### src/design/bds_pkg.sv
// Shared types, widths, constants and codes for the band darkness steering block.
`timescale 1ns / 1ps

package bds_pkg;

    // Frame size limits; coordinates at or beyond these lie outside the window.
    localparam int MAX_COLUMNS = 1024;
    localparam int MAX_LINES   = 1024;

    // Field widths.
    localparam int PIX_W    = 8;
    localparam int COORD_W  = 10;
    localparam int BW_W     = 9;
    localparam int RSTART_W = 10;
    localparam int REND_W   = 11;
    localparam int CNT_W    = 19;
    localparam int CODE_W   = 3;
    localparam int CIDX_W   = 3;
    localparam int CDATA_W  = 19;
    localparam int BAND_W   = 2;

    localparam logic [PIX_W-1:0] BRIGHT_LEVEL = PIX_W'(240);
    localparam logic [CNT_W-1:0] CNT_MAX      = {CNT_W{1'b1}};

    // Configuration register indexes.
    localparam logic [CIDX_W-1:0] REG_DARK_THRESHOLD = CIDX_W'(0);
    localparam logic [CIDX_W-1:0] REG_BAND_WIDTH     = CIDX_W'(1);
    localparam logic [CIDX_W-1:0] REG_ROW_START      = CIDX_W'(2);
    localparam logic [CIDX_W-1:0] REG_ROW_END        = CIDX_W'(3);
    localparam logic [CIDX_W-1:0] REG_MIN_DARK_COUNT = CIDX_W'(4);
    localparam logic [CIDX_W-1:0] REG_NEAR_MARGIN    = CIDX_W'(5);

    // Register values after reset.
    localparam logic [PIX_W-1:0]    RST_DARK_THRESHOLD = PIX_W'(160);
    localparam logic [BW_W-1:0]     RST_BAND_WIDTH     = BW_W'(106);
    localparam logic [RSTART_W-1:0] RST_ROW_START      = RSTART_W'(106);
    localparam logic [REND_W-1:0]   RST_ROW_END        = REND_W'(240);
    localparam logic [CNT_W-1:0]    RST_MIN_DARK_COUNT = CNT_W'(2000);
    localparam logic [CNT_W-1:0]    RST_NEAR_MARGIN    = CNT_W'(1000);

    // Column band codes.
    localparam logic [BAND_W-1:0] BAND_LEFT   = BAND_W'(0);
    localparam logic [BAND_W-1:0] BAND_MIDDLE = BAND_W'(1);
    localparam logic [BAND_W-1:0] BAND_RIGHT  = BAND_W'(2);
    localparam logic [BAND_W-1:0] BAND_NONE   = BAND_W'(3);

    // Steering codes.
    localparam logic [CODE_W-1:0] STEER_UNCLEAR      = CODE_W'(0);
    localparam logic [CODE_W-1:0] STEER_LEFT_SLIGHT  = CODE_W'(1);
    localparam logic [CODE_W-1:0] STEER_LEFT         = CODE_W'(2);
    localparam logic [CODE_W-1:0] STEER_RIGHT_SLIGHT = CODE_W'(3);
    localparam logic [CODE_W-1:0] STEER_RIGHT        = CODE_W'(4);
    localparam logic [CODE_W-1:0] STEER_AHEAD        = CODE_W'(5);

    typedef struct packed {
        logic [PIX_W-1:0]    dark_threshold;
        logic [BW_W-1:0]     band_width;
        logic [RSTART_W-1:0] row_start;
        logic [REND_W-1:0]   row_end;
        logic [CNT_W-1:0]    min_dark_count;
        logic [CNT_W-1:0]    near_margin;
    } cfg_t;

    typedef struct packed {
        logic              in_window;
        logic              dark;
        logic [BAND_W-1:0] band;
    } class_t;

endpackage

### src/design/bds_cfg_regs.sv
// Configuration register file of the band darkness steering block.
`timescale 1ns / 1ps

module bds_cfg_regs (
    input  logic                         aclk,
    input  logic                         aresetn,
    input  logic                         wr_en,
    input  logic [bds_pkg::CIDX_W-1:0]   wr_index,
    input  logic [bds_pkg::CDATA_W-1:0]  wr_data,
    output bds_pkg::cfg_t                cfg
);

    bds_pkg::cfg_t cfg_reg;
    bds_pkg::cfg_t cfg_next;

    always_comb begin
        cfg_next = cfg_reg;
        if (wr_en) begin
            case (wr_index)
                bds_pkg::REG_DARK_THRESHOLD: begin
                    cfg_next.dark_threshold = wr_data[bds_pkg::PIX_W-1:0];
                end
                bds_pkg::REG_BAND_WIDTH: begin
                    cfg_next.band_width = wr_data[bds_pkg::BW_W-1:0];
                end
                bds_pkg::REG_ROW_START: begin
                    cfg_next.row_start = wr_data[bds_pkg::RSTART_W-1:0];
                end
                bds_pkg::REG_ROW_END: begin
                    cfg_next.row_end = wr_data[bds_pkg::REND_W-1:0];
                end
                bds_pkg::REG_MIN_DARK_COUNT: begin
                    cfg_next.min_dark_count = wr_data[bds_pkg::CNT_W-1:0];
                end
                bds_pkg::REG_NEAR_MARGIN: begin
                    cfg_next.near_margin = wr_data[bds_pkg::CNT_W-1:0];
                end
                default: begin
                    // Unknown indexes are ignored.
                end
            endcase
        end
    end

    always_ff @(posedge aclk) begin
        if (!aresetn) begin
            cfg_reg.dark_threshold <= bds_pkg::RST_DARK_THRESHOLD;
            cfg_reg.band_width     <= bds_pkg::RST_BAND_WIDTH;
            cfg_reg.row_start      <= bds_pkg::RST_ROW_START;
            cfg_reg.row_end        <= bds_pkg::RST_ROW_END;
            cfg_reg.min_dark_count <= bds_pkg::RST_MIN_DARK_COUNT;
            cfg_reg.near_margin    <= bds_pkg::RST_NEAR_MARGIN;
        end else begin
            cfg_reg <= cfg_next;
        end
    end

    assign cfg = cfg_reg;

endmodule

### src/design/bds_classify.sv
// Window and band classification of one pixel, with its darkness test.
`timescale 1ns / 1ps

module bds_classify (
    input  logic [bds_pkg::PIX_W-1:0]   pixel,
    input  logic [bds_pkg::COORD_W-1:0] column,
    input  logic [bds_pkg::COORD_W-1:0] line,
    input  bds_pkg::cfg_t               cfg,
    output bds_pkg::class_t             cls
);

    logic                          coord_ok;
    logic                          row_ok;
    logic [bds_pkg::COORD_W:0]     col_ext;
    logic [bds_pkg::COORD_W:0]     bw1;
    logic [bds_pkg::COORD_W:0]     bw2;
    logic [bds_pkg::COORD_W:0]     bw3;
    logic [bds_pkg::BAND_W-1:0]    band;

    // Band edges are band_width, twice it and three times it (shift and add).
    assign bw1     = (bds_pkg::COORD_W+1)'(cfg.band_width);
    assign bw2     = bw1 << 1;
    assign bw3     = bw2 + bw1;
    assign col_ext = {1'b0, column};

    assign coord_ok = (32'(column) < 32'(bds_pkg::MAX_COLUMNS))
                   && (32'(line) < 32'(bds_pkg::MAX_LINES));
    assign row_ok   = (line >= cfg.row_start)
                   && ((bds_pkg::REND_W)'(line) < cfg.row_end);

    always_comb begin
        band = bds_pkg::BAND_NONE;
        if (coord_ok && row_ok) begin
            if (col_ext < bw1) begin
                band = bds_pkg::BAND_LEFT;
            end else if (col_ext < bw2) begin
                band = bds_pkg::BAND_MIDDLE;
            end else if (col_ext < bw3) begin
                band = bds_pkg::BAND_RIGHT;
            end
        end
    end

    assign cls.band      = band;
    assign cls.in_window = (band != bds_pkg::BAND_NONE);
    assign cls.dark      = (band != bds_pkg::BAND_NONE) && (pixel < cfg.dark_threshold);

endmodule

### src/design/bds_decide.sv
// Steering decision from the three band dark counts.
`timescale 1ns / 1ps

module bds_decide (
    input  logic [bds_pkg::CNT_W-1:0]  left_cnt,
    input  logic [bds_pkg::CNT_W-1:0]  middle_cnt,
    input  logic [bds_pkg::CNT_W-1:0]  right_cnt,
    input  bds_pkg::cfg_t              cfg,
    output logic [bds_pkg::CODE_W-1:0] code
);

    logic [bds_pkg::CNT_W-1:0] l_minus_m;
    logic [bds_pkg::CNT_W-1:0] r_minus_m;
    logic [bds_pkg::CNT_W-1:0] m_minus_l;
    logic [bds_pkg::CNT_W-1:0] m_minus_r;

    // Each difference is only used where it cannot go negative.
    assign l_minus_m = left_cnt - middle_cnt;
    assign r_minus_m = right_cnt - middle_cnt;
    assign m_minus_l = middle_cnt - left_cnt;
    assign m_minus_r = middle_cnt - right_cnt;

    always_comb begin
        if ((left_cnt < cfg.min_dark_count) && (middle_cnt < cfg.min_dark_count)
            && (right_cnt < cfg.min_dark_count)) begin
            code = bds_pkg::STEER_UNCLEAR;
        end else if ((left_cnt >= middle_cnt) && (left_cnt >= right_cnt)) begin
            code = (l_minus_m < cfg.near_margin) ? bds_pkg::STEER_LEFT_SLIGHT
                                                 : bds_pkg::STEER_LEFT;
        end else if (right_cnt > middle_cnt) begin
            code = (r_minus_m < cfg.near_margin) ? bds_pkg::STEER_RIGHT_SLIGHT
                                                 : bds_pkg::STEER_RIGHT;
        end else if (m_minus_l < cfg.near_margin) begin
            code = bds_pkg::STEER_LEFT_SLIGHT;
        end else if (m_minus_r < cfg.near_margin) begin
            code = bds_pkg::STEER_RIGHT_SLIGHT;
        end else begin
            code = bds_pkg::STEER_AHEAD;
        end
    end

endmodule

### src/design/band_darkness_steering.sv
// Top level of the band darkness steering block: pipeline, band counters and outputs.
`timescale 1ns / 1ps

// Usage
// Grey pixels enter on the s_ channel in raster order, each transaction carrying the
// pixel value, its column and line, and a frame_end flag on the last pixel of a frame.
// Every input transaction produces exactly one result transaction on the m_ channel:
// the thresholded pixel (0 or 240), an in-window flag and, on the frame_end pixel, the
// steering code with the three band dark counts that produced it.
// The six configuration registers are written through the cfg_ channel, which is
// always ready; writes are meant to happen while no pixel is in flight.
// A transaction accepted on the s_ channel sits in the input register; once the output
// register is free, classification, the saturating band counters and the decision
// logic load the output register, which then presents the result with m_valid high.
// The block takes one pixel per clock while the receiver keeps m_ready high; the band
// counters update in the same cycle as the pixel moves into the output register.
// When the receiver stalls, the output register holds its result, the input register
// fills behind it and s_ready falls only when both stages are full.
// Reset (aresetn low, synchronous) empties both stages, zeroes the three counters and
// returns every configuration register to its default value.

module band_darkness_steering (
    input  logic                          aclk,
    input  logic                          aresetn,

    input  logic                          s_valid,
    output logic                          s_ready,
    input  logic [bds_pkg::PIX_W-1:0]     s_pixel,
    input  logic [bds_pkg::COORD_W-1:0]   s_column,
    input  logic [bds_pkg::COORD_W-1:0]   s_line,
    input  logic                          s_frame_end,

    output logic                          m_valid,
    input  logic                          m_ready,
    output logic [bds_pkg::PIX_W-1:0]     m_out_pixel,
    output logic                          m_in_window,
    output logic                          m_decision_valid,
    output logic [bds_pkg::CODE_W-1:0]    m_steer_code,
    output logic [bds_pkg::CNT_W-1:0]     m_left_dark,
    output logic [bds_pkg::CNT_W-1:0]     m_middle_dark,
    output logic [bds_pkg::CNT_W-1:0]     m_right_dark,

    input  logic                          cfg_valid,
    output logic                          cfg_ready,
    input  logic [bds_pkg::CIDX_W-1:0]    cfg_index,
    input  logic [bds_pkg::CDATA_W-1:0]   cfg_data
);

    bds_pkg::cfg_t   cfg;
    bds_pkg::class_t cls;

    // Input register stage.
    logic                          in_valid_reg;
    logic [bds_pkg::PIX_W-1:0]     in_pixel_reg;
    logic [bds_pkg::COORD_W-1:0]   in_column_reg;
    logic [bds_pkg::COORD_W-1:0]   in_line_reg;
    logic                          in_frame_end_reg;

    // Output register stage.
    logic                          out_valid_reg;
    logic [bds_pkg::PIX_W-1:0]     out_pixel_reg;
    logic                          out_in_window_reg;
    logic                          out_decision_reg;
    logic [bds_pkg::CODE_W-1:0]    out_code_reg;
    logic [bds_pkg::CNT_W-1:0]     out_left_reg;
    logic [bds_pkg::CNT_W-1:0]     out_middle_reg;
    logic [bds_pkg::CNT_W-1:0]     out_right_reg;

    // Band counters.
    logic [bds_pkg::CNT_W-1:0]     left_count_reg;
    logic [bds_pkg::CNT_W-1:0]     middle_count_reg;
    logic [bds_pkg::CNT_W-1:0]     right_count_reg;
    logic [bds_pkg::CNT_W-1:0]     left_count_next;
    logic [bds_pkg::CNT_W-1:0]     middle_count_next;
    logic [bds_pkg::CNT_W-1:0]     right_count_next;

    logic [bds_pkg::CODE_W-1:0]    code;
    logic                          out_free;
    logic                          advance;
    logic                          s_take;

    assign cfg_ready = 1'b1;

    bds_cfg_regs u_cfg (
        .aclk     (aclk),
        .aresetn  (aresetn),
        .wr_en    (cfg_valid),
        .wr_index (cfg_index),
        .wr_data  (cfg_data),
        .cfg      (cfg)
    );

    bds_classify u_classify (
        .pixel  (in_pixel_reg),
        .column (in_column_reg),
        .line   (in_line_reg),
        .cfg    (cfg),
        .cls    (cls)
    );

    // Handshake: the output register is free when empty or being drained, and the
    // input register moves forward whenever the output register is free.
    assign out_free = !out_valid_reg || m_ready;
    assign advance  = in_valid_reg && out_free;
    assign s_ready  = !in_valid_reg || out_free;
    assign s_take   = s_valid && s_ready;

    // The count including the current pixel, saturating at the counter's maximum.
    always_comb begin
        left_count_next   = left_count_reg;
        middle_count_next = middle_count_reg;
        right_count_next  = right_count_reg;
        if (cls.dark) begin
            case (cls.band)
                bds_pkg::BAND_LEFT: begin
                    if (left_count_reg != bds_pkg::CNT_MAX) begin
                        left_count_next = left_count_reg + 1'b1;
                    end
                end
                bds_pkg::BAND_MIDDLE: begin
                    if (middle_count_reg != bds_pkg::CNT_MAX) begin
                        middle_count_next = middle_count_reg + 1'b1;
                    end
                end
                bds_pkg::BAND_RIGHT: begin
                    if (right_count_reg != bds_pkg::CNT_MAX) begin
                        right_count_next = right_count_reg + 1'b1;
                    end
                end
                default: begin
                end
            endcase
        end
    end

    bds_decide u_decide (
        .left_cnt   (left_count_next),
        .middle_cnt (middle_count_next),
        .right_cnt  (right_count_next),
        .cfg        (cfg),
        .code       (code)
    );

    // Control registers.
    always_ff @(posedge aclk) begin
        if (!aresetn) begin
            in_valid_reg     <= 1'b0;
            out_valid_reg    <= 1'b0;
            left_count_reg   <= '0;
            middle_count_reg <= '0;
            right_count_reg  <= '0;
        end else begin
            if (s_take) begin
                in_valid_reg <= 1'b1;
            end else if (advance) begin
                in_valid_reg <= 1'b0;
            end
            if (advance) begin
                out_valid_reg <= 1'b1;
            end else if (m_ready) begin
                out_valid_reg <= 1'b0;
            end
            if (advance) begin
                // The frame's last pixel hands its counts to the decision and clears them.
                if (in_frame_end_reg) begin
                    left_count_reg   <= '0;
                    middle_count_reg <= '0;
                    right_count_reg  <= '0;
                end else begin
                    left_count_reg   <= left_count_next;
                    middle_count_reg <= middle_count_next;
                    right_count_reg  <= right_count_next;
                end
            end
        end
    end

    // Payload registers.
    always_ff @(posedge aclk) begin
        if (s_take) begin
            in_pixel_reg     <= s_pixel;
            in_column_reg    <= s_column;
            in_line_reg      <= s_line;
            in_frame_end_reg <= s_frame_end;
        end
        if (advance) begin
            out_pixel_reg     <= (cls.in_window && !cls.dark) ? bds_pkg::BRIGHT_LEVEL : '0;
            out_in_window_reg <= cls.in_window;
            out_decision_reg  <= in_frame_end_reg;
            if (in_frame_end_reg) begin
                out_code_reg   <= code;
                out_left_reg   <= left_count_next;
                out_middle_reg <= middle_count_next;
                out_right_reg  <= right_count_next;
            end else begin
                out_code_reg   <= bds_pkg::STEER_UNCLEAR;
                out_left_reg   <= '0;
                out_middle_reg <= '0;
                out_right_reg  <= '0;
            end
        end
    end

    assign m_valid          = out_valid_reg;
    assign m_out_pixel      = out_pixel_reg;
    assign m_in_window      = out_in_window_reg;
    assign m_decision_valid = out_decision_reg;
    assign m_steer_code     = out_code_reg;
    assign m_left_dark      = out_left_reg;
    assign m_middle_dark    = out_middle_reg;
    assign m_right_dark     = out_right_reg;

    // A result without a decision carries zero code and counts.
    assert property (@(posedge aclk) disable iff (!aresetn)
        out_valid_reg && !out_decision_reg |->
            (out_code_reg == bds_pkg::STEER_UNCLEAR) && (out_left_reg == '0)
            && (out_middle_reg == '0) && (out_right_reg == '0))
        else $error("non-decision result carries decision data");

    // A pixel outside the window is always output as zero.
    assert property (@(posedge aclk) disable iff (!aresetn)
        out_valid_reg && !out_in_window_reg |-> (out_pixel_reg == '0))
        else $error("pixel outside window not zero");

    // Moving a frame's last pixel forward leaves all counters cleared.
    assert property (@(posedge aclk) disable iff (!aresetn)
        advance && in_frame_end_reg |=>
            (left_count_reg == '0) && (middle_count_reg == '0) && (right_count_reg == '0))
        else $error("counters not cleared after frame end");

    // The input side stalls only when both stages are full and the receiver waits.
    assert property (@(posedge aclk) disable iff (!aresetn)
        !s_ready |-> in_valid_reg && out_valid_reg && !m_ready)
        else $error("input stalled with free pipeline space");

    // Counters only change when an item moves forward.
    assert property (@(posedge aclk) disable iff (!aresetn)
        !advance |=> $stable(left_count_reg) && $stable(middle_count_reg)
            && $stable(right_count_reg))
        else $error("counter changed without an item");

endmodule
### config.mk
export PLATFORM = sky130hd
export DESIGN_NAME = band_darkness_steering
export DESIGN_NICKNAME = d
export VERILOG_FILES = /design/src/design/bds_pkg.sv /design/src/design/bds_cfg_regs.sv /design/src/design/bds_classify.sv /design/src/design/bds_decide.sv /design/src/design/band_darkness_steering.sv
export SDC_FILE = /design/constraint.sdc
export NUM_CORES = 1
export LEC_CHECK = 0
export ABC_AREA = 1
export BUFFER_PORTS_ARGS = -buffer_cell sky130_fd_sc_hd__clkbuf_2
export CAP_MARGIN = 0
export CORE_ASPECT_RATIO = 0.7
export CORE_MARGIN = 2
export CORE_UTILIZATION = 57
export CTS_CLUSTER_SIZE = 28
export DETAILED_ROUTE_END_ITERATION = 12
export GPL_TIMING_DRIVEN = 1
export MAX_ROUTING_LAYER = met4
export PLACE_DENSITY = 0.81
export SYNTH_ARGS = -nofsm -noshare
export SYNTH_HDL_FRONTEND = slang
export SYNTH_SLANG_ARGS = --single-unit
### constraint.sdc
create_clock -name aclk -period 6.85 [get_ports aclk]
set_input_delay 0.685 -clock aclk [delete_from_list [all_inputs] [get_ports aclk]]
set_output_delay 0.685 -clock aclk [all_outputs]
set_load 0.005 [all_outputs]
==> metrics.csv, run 1 <==
stage;metric;value;unit
synthesis;syn_inst;2553;
worst_setup_path;cpMaxStageDelayCell;fa_2;
grt;grt_max_degree;77;
finish;design_area;21800;um^2
detailed_routing;drtIter0Drc;2311;
worst_setup_path;cp_num_buf_inv;4;
finish;largest_reg_flops;76;
sta;period_minus_slack;6.59;ns
placed_design;hpwl;54000;um
detailed_routing;ant_nets;0;
power;p_per_area;224;nW/um^2
placed_design;place_inst;3141;
sta;drv_slew;0;
detailed_routing;drc;0;
worst_setup_path;cp_max_fo;10;
sta;clock_skew;0.0257;ns
clock_network;cts_buffer_depth;3;
worst_setup_path;end_kind;register;
worst_setup_path;critPathMostFrequentCell;nand2_1;
clock_network;cts-buffers-inserted;25;
sta;tightest_slew;1.33;ns
clock_network;clock_latency;0.57;ns
synthesis;synthXorXnorAreaFrac;4.94;%
synthesis;synth_adder_area_share;17.9;%
synthesis;synth-simple-area-share;23.5;%
detailed_routing;num_vias;18875;
sta;slew_headroom;10.9;%
clock_network;path_clk_slew;0.06;ns
power;ir_worst_vdd;249;uV
sta;finalHoldViolations;0;
grt;grt_pass1_vias;17489;
synthesis;synth_cell_types;63;
synthesis;synth_mux_area_share;0;%
grt;grt_overflow_total;0;
grt;grt_util_all_layers;38.9;%
synthesis;yosysWarningCount;0;
detailed_routing;via_per_inst;5.90;
power;p_leak;10.8;nW
detailed_routing;dr.pass1.iters;5;
grt;grt_antenna_before_repair;1;
worst_setup_path;crit_type;register to register;
synthesis;ys_ff_latch;227;
sta;hold_ws;0.292;ns
synthesis;synth_compound_area_share;15.9;%
flow_run;drv_cap;0;
clock_network;cts_hold_buf;0;
synthesis;synth_area;18800;um^2
placed_design;port_buffers;123;
floorplan;initial_core_util;58.1;%
sta;setup_viol;0;
min_path;worst_hold_path_type;input pin to register;
synthesis;synth-edff-count;92;
power;p_total;0.00490;W
finish;final_layout_size_suffix_gt1_share;16.4;%
placed_design;globalplace.congestion;1.05;
finish;nets;3075;
worst_setup_path;cp_top_family;simple AND/OR/NAND/NOR gates;
finish;finalNonFillerCells;3200;
clock_network;cts_tree;yes;
floorplan;ios;129;
placed_design;placed_cell_area;20500;um^2
synthesis;ys_seq_area_share;29.0;%
clock_network;cts_root_buf;clkbuf_16;
sta;fin_crit_sh;96.1;%
floorplan;placementRows;55;
clock_network;cts_htree_levels;1;
floorplan;die_width;221;um
grt;grt_pass1_wl;101000;um
synthesis;synth.avg_cell_area;7.38;um^2
sta;fmax;152;MHz
floorplan;core;32400;um^2
synthesis;synth-main-ff-cell;dfxtp_1;
detailed_routing;wl_per_cell;21.0;um
status;status;finished, final reports clean;
sta;tns;0;ns
worst_setup_path;cp_slowest_stage_delay;0.36;ns
synthesis;synth_top_family_by_area;simple AND/OR/NAND/NOR gates;
floorplan;die_h;156;um
worst_setup_path;cp.arrival;6.89;ns
finish;area_growth;15.9;%
floorplan;die_area;34600;um^2
detailed_routing;wirelength;67100;um
clock_network;cts_sinks;227;
synthesis;ys_async_sr_fraction;0;%
worst_setup_path;cp.required;7.16;ns
worst_setup_path;start_kind;register;
==> Yosys cell counts (all sizes together) (3+ instances only) <==
cell type  count  share of area, %
a31oi          8              0.27
a21o           5              0.20
nor4          14              0.62
nor2         210               4.7
nand4         35               1.2
a21boi         3              0.18
a2111oi        3              0.14
o21ai        158               4.5
a21oi        276               7.5
o21bai         6              0.24
clkbuf        52               1.0
dfxtp        135                14
o221ai         5              0.23
inv          351               7.0
nand2        612                13
xnor2         19              0.88
fa             3              0.32
xor2          83               4.1
edfxtp        92                15
o21a          11              0.44
nor3          27              0.77
ha           265                18
o211ai        33               1.3
a211oi        10              0.42
nand3         95               2.8
buf           15              0.70
o22ai          3              0.10
nand3b         7              0.35
==> what timing repair did <==
item | 4_1_cts | 5_1_grt
buffers inserted | 0 | 9
resized for setup | 3 | 91
endpoints found under the setup margin | 3 | 3
pin swaps | 0 | 15
cloned | 0 | 1
==> path summary, 6_finish.rpt <==
| check | slack, ns | cells after the start | end | start |
|---|---|---|---|---|
| setup reg to reg | 0.26 | 41 | m_steer_code[1]$_SDFFCE_PP0P_ | u_cfg.cfg[59]$_SDFFE_PN0P_ |
| hold reg to reg | 0.46 | 2 | u_cfg.cfg[47]$_SDFFE_PN0P_ | u_cfg.cfg[47]$_SDFFE_PN0P_ |
| setup / recovery | 0.26 | 41 | m_steer_code[1]$_SDFFCE_PP0P_ | u_cfg.cfg[59]$_SDFFE_PN0P_ |
| hold / removal | 0.29 | 1 | in_column_reg[9]$_DFFE_PP_ | s_column[9] |
==> kinds of logic after synthesis <==
kind of cell | Yosys count
flops | 227
simple gates | 1008
fa+ha+maj | 268
compound gates | 527
xor+xnor | 102
other cells | 2
buf+inv | 419
==> worst register-to-register path: cells and delay by family, from the launching register on <==
family	cells	cell delay (ns)
AND/OR/NAND/NOR	20	1.96
XOR/XNOR	3	0.63
flip-flops	1	0.34
AO/OA/AOI/OAI	9	1.58
adder cells (fa/ha/maj)	5	1.38
buffers and inverters	4	0.43
==> layer usage <==
layer | track usage [%] | up-vias | wire [um]
met5 | - | - | 0
met4 | 7.41 | 0 | 1180
met3 | 8.08 | 101 | 8030
met2 | 54.5 | 975 | 27000
met1 | 57.6 | 8890 | 30900
li1 | - | 8909 | -
==> cells in the final DEF (no fill, tap or decap), drive strengths merged, types with 2 or more instances in the layout <==
| cell type | count |
|---|---|
| o211ai | 33 |
| ha | 265 |
| dfxtp | 135 |
| a21oi | 276 |
| inv | 352 |
| and3 | 2 |
| nand3 | 95 |
| o21ai | 158 |
| clkinv | 9 |
| a31oi | 8 |
| nor3 | 27 |
| nand4 | 35 |
| xor2 | 83 |
| o221ai | 5 |
| diode | 3 |
| nand2 | 613 |
| or2 | 2 |
| o22ai | 3 |
| xnor2 | 19 |
| a211oi | 10 |
| conb | 5 |
| a221oi | 2 |
| o21a | 11 |
| fa | 3 |
| a21boi | 3 |
| nor4 | 14 |
| clkbuf | 154 |
| nor2 | 210 |
| a2111oi | 3 |
| a21o | 5 |
| edfxtp | 92 |
| buf | 111 |
| o21bai | 6 |
| bufinv | 5 |
| or3 | 2 |
| nand3b | 7 |
==> cell type report <==
cell class	instances	area, um^2
multi-input cells	1911	12200
fillers	2810	10600
flip-flops and latches	227	5470
repair buffers	234	1460
inverters	352	1320
clock buffers	31	648
well taps	427	534
clock inverters	15	220
diodes	3	7.51
==> metrics by stage <==
step	worst slack (ns)	util (%)
after CTS	0.0000400	65.9
after global routing	-0.0929	67.3
final	0.265	67.4
after floorplan	0.463	-
after global placement	-0.100	63.1
after detailed placement	-0.206	63.1
==> report_power, final <==
| group | total (W) | internal [W] | switching, W |
|---|---|---|---|
| Combinational | 0.00194 | 0.000722 | 0.00122 |
| Clock | 0.00148 | 0.000867 | 0.000608 |
| Sequential | 0.00148 | 0.00146 | 0.0000223 |
(Power assumes the default switching activity.)
==> run 2, diff against run 1 <==
==> constraint.sdc (replaced) <==
create_clock -name aclk -period 6.85 [get_ports aclk]
set_input_delay 0.3425 -clock aclk [delete_from_list [all_inputs] [get_ports aclk]]
set_output_delay 0.3425 -clock aclk [all_outputs]
set_load 0.005 [all_outputs]
==> metrics.csv, run 2 (synthesis gave the netlist of run 1 again) <==
stage;metric;value;unit
status;status;finished, final reports clean;
worst_setup_path;r2r_slack;0.28;ns
clock_network;clock_latency;0.57;ns
worst_setup_path;reg2reg_from;u_cfg.cfg[59]$_SDFFE_PN0P_;
finish;final_cell_mix;577 x nand2_1, 324 x inv_1, 258 x a21oi_1, 254 x ha_1, 184 x nor2_1;
power;ir_worst_vdd;255;uV
grt;grt_util_all_layers;39.5;%
power;p_leak;10.9;nW
worst_setup_path;worst_r2r_path_depth;38;
min_path;worst_hold_path_type;input pin to register;
worst_setup_path;cp_slowest_stage_delay;0.36;ns
min_path;min_path_cells;3;
sta;setup_viol;0;
floorplan;core;32400;um^2
worst_setup_path;end_kind;register;
finish;largest_reg_flops;76;
worst_setup_path;cp.arrival;6.88;ns
sta;tns;0;ns
finish;mostFrequentLayoutCell;nand2_1;
clock_network;cts_tree;yes;
detailed_routing;dr.pass1.iters;9;
flow_run;drv_cap;0;
worst_setup_path;cpMaxStageDelayCell;fa_2;
grt;grt_overflow_total;0;
detailed_routing;wirelength;68200;um
worst_setup_path;timing.rr.end;m_steer_code[0]$_SDFFCE_PP0P_;
placed_design;hpwl;54000;um
grt;grt_max_degree;77;
clock_network;cts_sinks;227;
detailed_routing;drc;0;
sta;slew_headroom;12.7;%
clock_network;cts_htree_levels;1;
finish;final_layout_size_suffix_gt1_share;16.2;%
finish;design_area;22100;um^2
grt;grt_pass1_vias;17808;
floorplan;initial_core_util;58.1;%
power;p_per_area;222;nW/um^2
placed_design;port_buffers;123;
placed_design;pre_cts_slack;-0.206;ns
floorplan;die_area;34600;um^2
min_path;hp-start;s_valid;
worst_setup_path;start_kind;register;
sta;period_minus_slack;6.57;ns
finish;area_growth;17.4;%
min_path;holdPathEnd;in_valid_reg$_SDFFE_PN0P_;
placed_design;placed_cell_area;20500;um^2
detailed_routing;ant_nets;0;
finish;nets;3104;
grt;grt_antenna_before_repair;1;
clock_network;cts_root_buf;clkbuf_16;
detailed_routing;via_per_inst;5.96;
sta;fmax;152;MHz
sta;drv_slew;0;
worst_setup_path;cp.required;7.16;ns
sta;setup_slack;0.279;ns
floorplan;die_width;221;um
sta;tightest_slew;1.30;ns
placed_design;globalplace.congestion;1.05;
worst_setup_path;critPathMostFrequentCell;nand2_1;
worst_setup_path;crit_type;register to register;
clock_network;path_clk_slew;0.06;ns
floorplan;die_h;156;um
sta;clock_skew;0.0239;ns
sta;fin_crit_sh;95.9;%
floorplan;placementRows;55;
detailed_routing;wl_per_cell;21.1;um
detailed_routing;num_vias;19218;
sta;finalHoldViolations;0;
detailed_routing;drtIter0Drc;2267;
floorplan;ios;129;
clock_network;cts-buffers-inserted;25;
grt;grt_pass1_wl;102000;um
worst_setup_path;cp_max_fo;10;
clock_network;cts_buffer_depth;3;
[run 2: layout make-up]
class	count	area [um^2]
Timing Repair Buffer	263	1750
Sequential cell	227	5470
Clock buffer	31	648
Fill cell	2753	10300
Inverter	352	1320
Antenna cell	1	2.50
Clock inverter	15	220
Multi-Input combinational cell	1911	12200
Tap cell	427	534
[run 2: critical path, delay by kind of cell, from the launching register on]
kind	cells	cell delay (ns)
buffers and inverters	3	0.36
xor gates and xnor gates	2	0.42
and+or+nand+nor	19	1.84
DFF	1	0.34
AOI/OAI and AO/OA	9	1.90
adders and majority gates	5	1.40
[run 2: per-layer routing]
metal / vias to the layer above / GRT usage (%) / part of all wire [%]
li1: 8957 / - / -
met1: 9045 / 57.6 / 45
met2: 1084 / 55.9 / 40
met3: 132 / 8.46 / 12
met4: 0 / 8.41 / 2.4
met5: - / - / 0
[run 2: power by group]
| part | switching, W | total (W) | internal (W) |
|---|---|---|---|
| clock network | 0.000610 | 0.00148 | 0.000867 |
| logic | 0.00123 | 0.00197 | 0.000735 |
| registers | 0.0000226 | 0.00148 | 0.00146 |
[run 2: worst max path at each step]
stage	from	end	slack (ns)	depth (start not counted)
2_1_floorplan	u_cfg.cfg[60]$_SDFFE_PN1P_	m_steer_code[0]$_SDFFCE_PP0P_	0.46	41
3_3_place_gp	u_cfg.cfg[60]$_SDFFE_PN1P_	m_steer_code[2]$_SDFFCE_PP0P_	-0.1	40
3_5_place_dp	u_cfg.cfg[60]$_SDFFE_PN1P_	m_steer_code[2]$_SDFFCE_PP0P_	-0.21	40
4_1_cts	u_cfg.cfg[60]$_SDFFE_PN1P_	m_steer_code[2]$_SDFFCE_PP0P_	0.00004	40
5_1_grt	u_cfg.cfg[59]$_SDFFE_PN0P_	m_steer_code[0]$_SDFFCE_PP0P_	-0.08	39
6_report	u_cfg.cfg[59]$_SDFFE_PN0P_	m_steer_code[0]$_SDFFCE_PP0P_	0.28	38
[run 2: per-stage QoR]
step	total power [W]	instances	hold slack (ns)	util (%)
2_1_floorplan	0.00276	2556	0.431	-
3_3_place_gp	0.00328	3141	0.449	63.1
3_5_place_dp	0.00334	3141	0.455	63.1
4_1_cts	0.00482	3216	0.0308	66.8
5_1_grt	0.00517	3227	0.0810	68.2
6_report	0.00492	3227	0.0376	68.2
[run 2: repair_timing]
| item | CTS | global route |
|---|---|---|
| setup buffers | 0 | 9 |
| endpoints found under the hold margin | 29 | 0 |
| cloned | 0 | 1 |
| gates resized for setup | 3 | 91 |
| hold buffers | 29 | 0 |
| endpoints found under the setup margin | 3 | 3 |
| pin swaps | 0 | 15 |
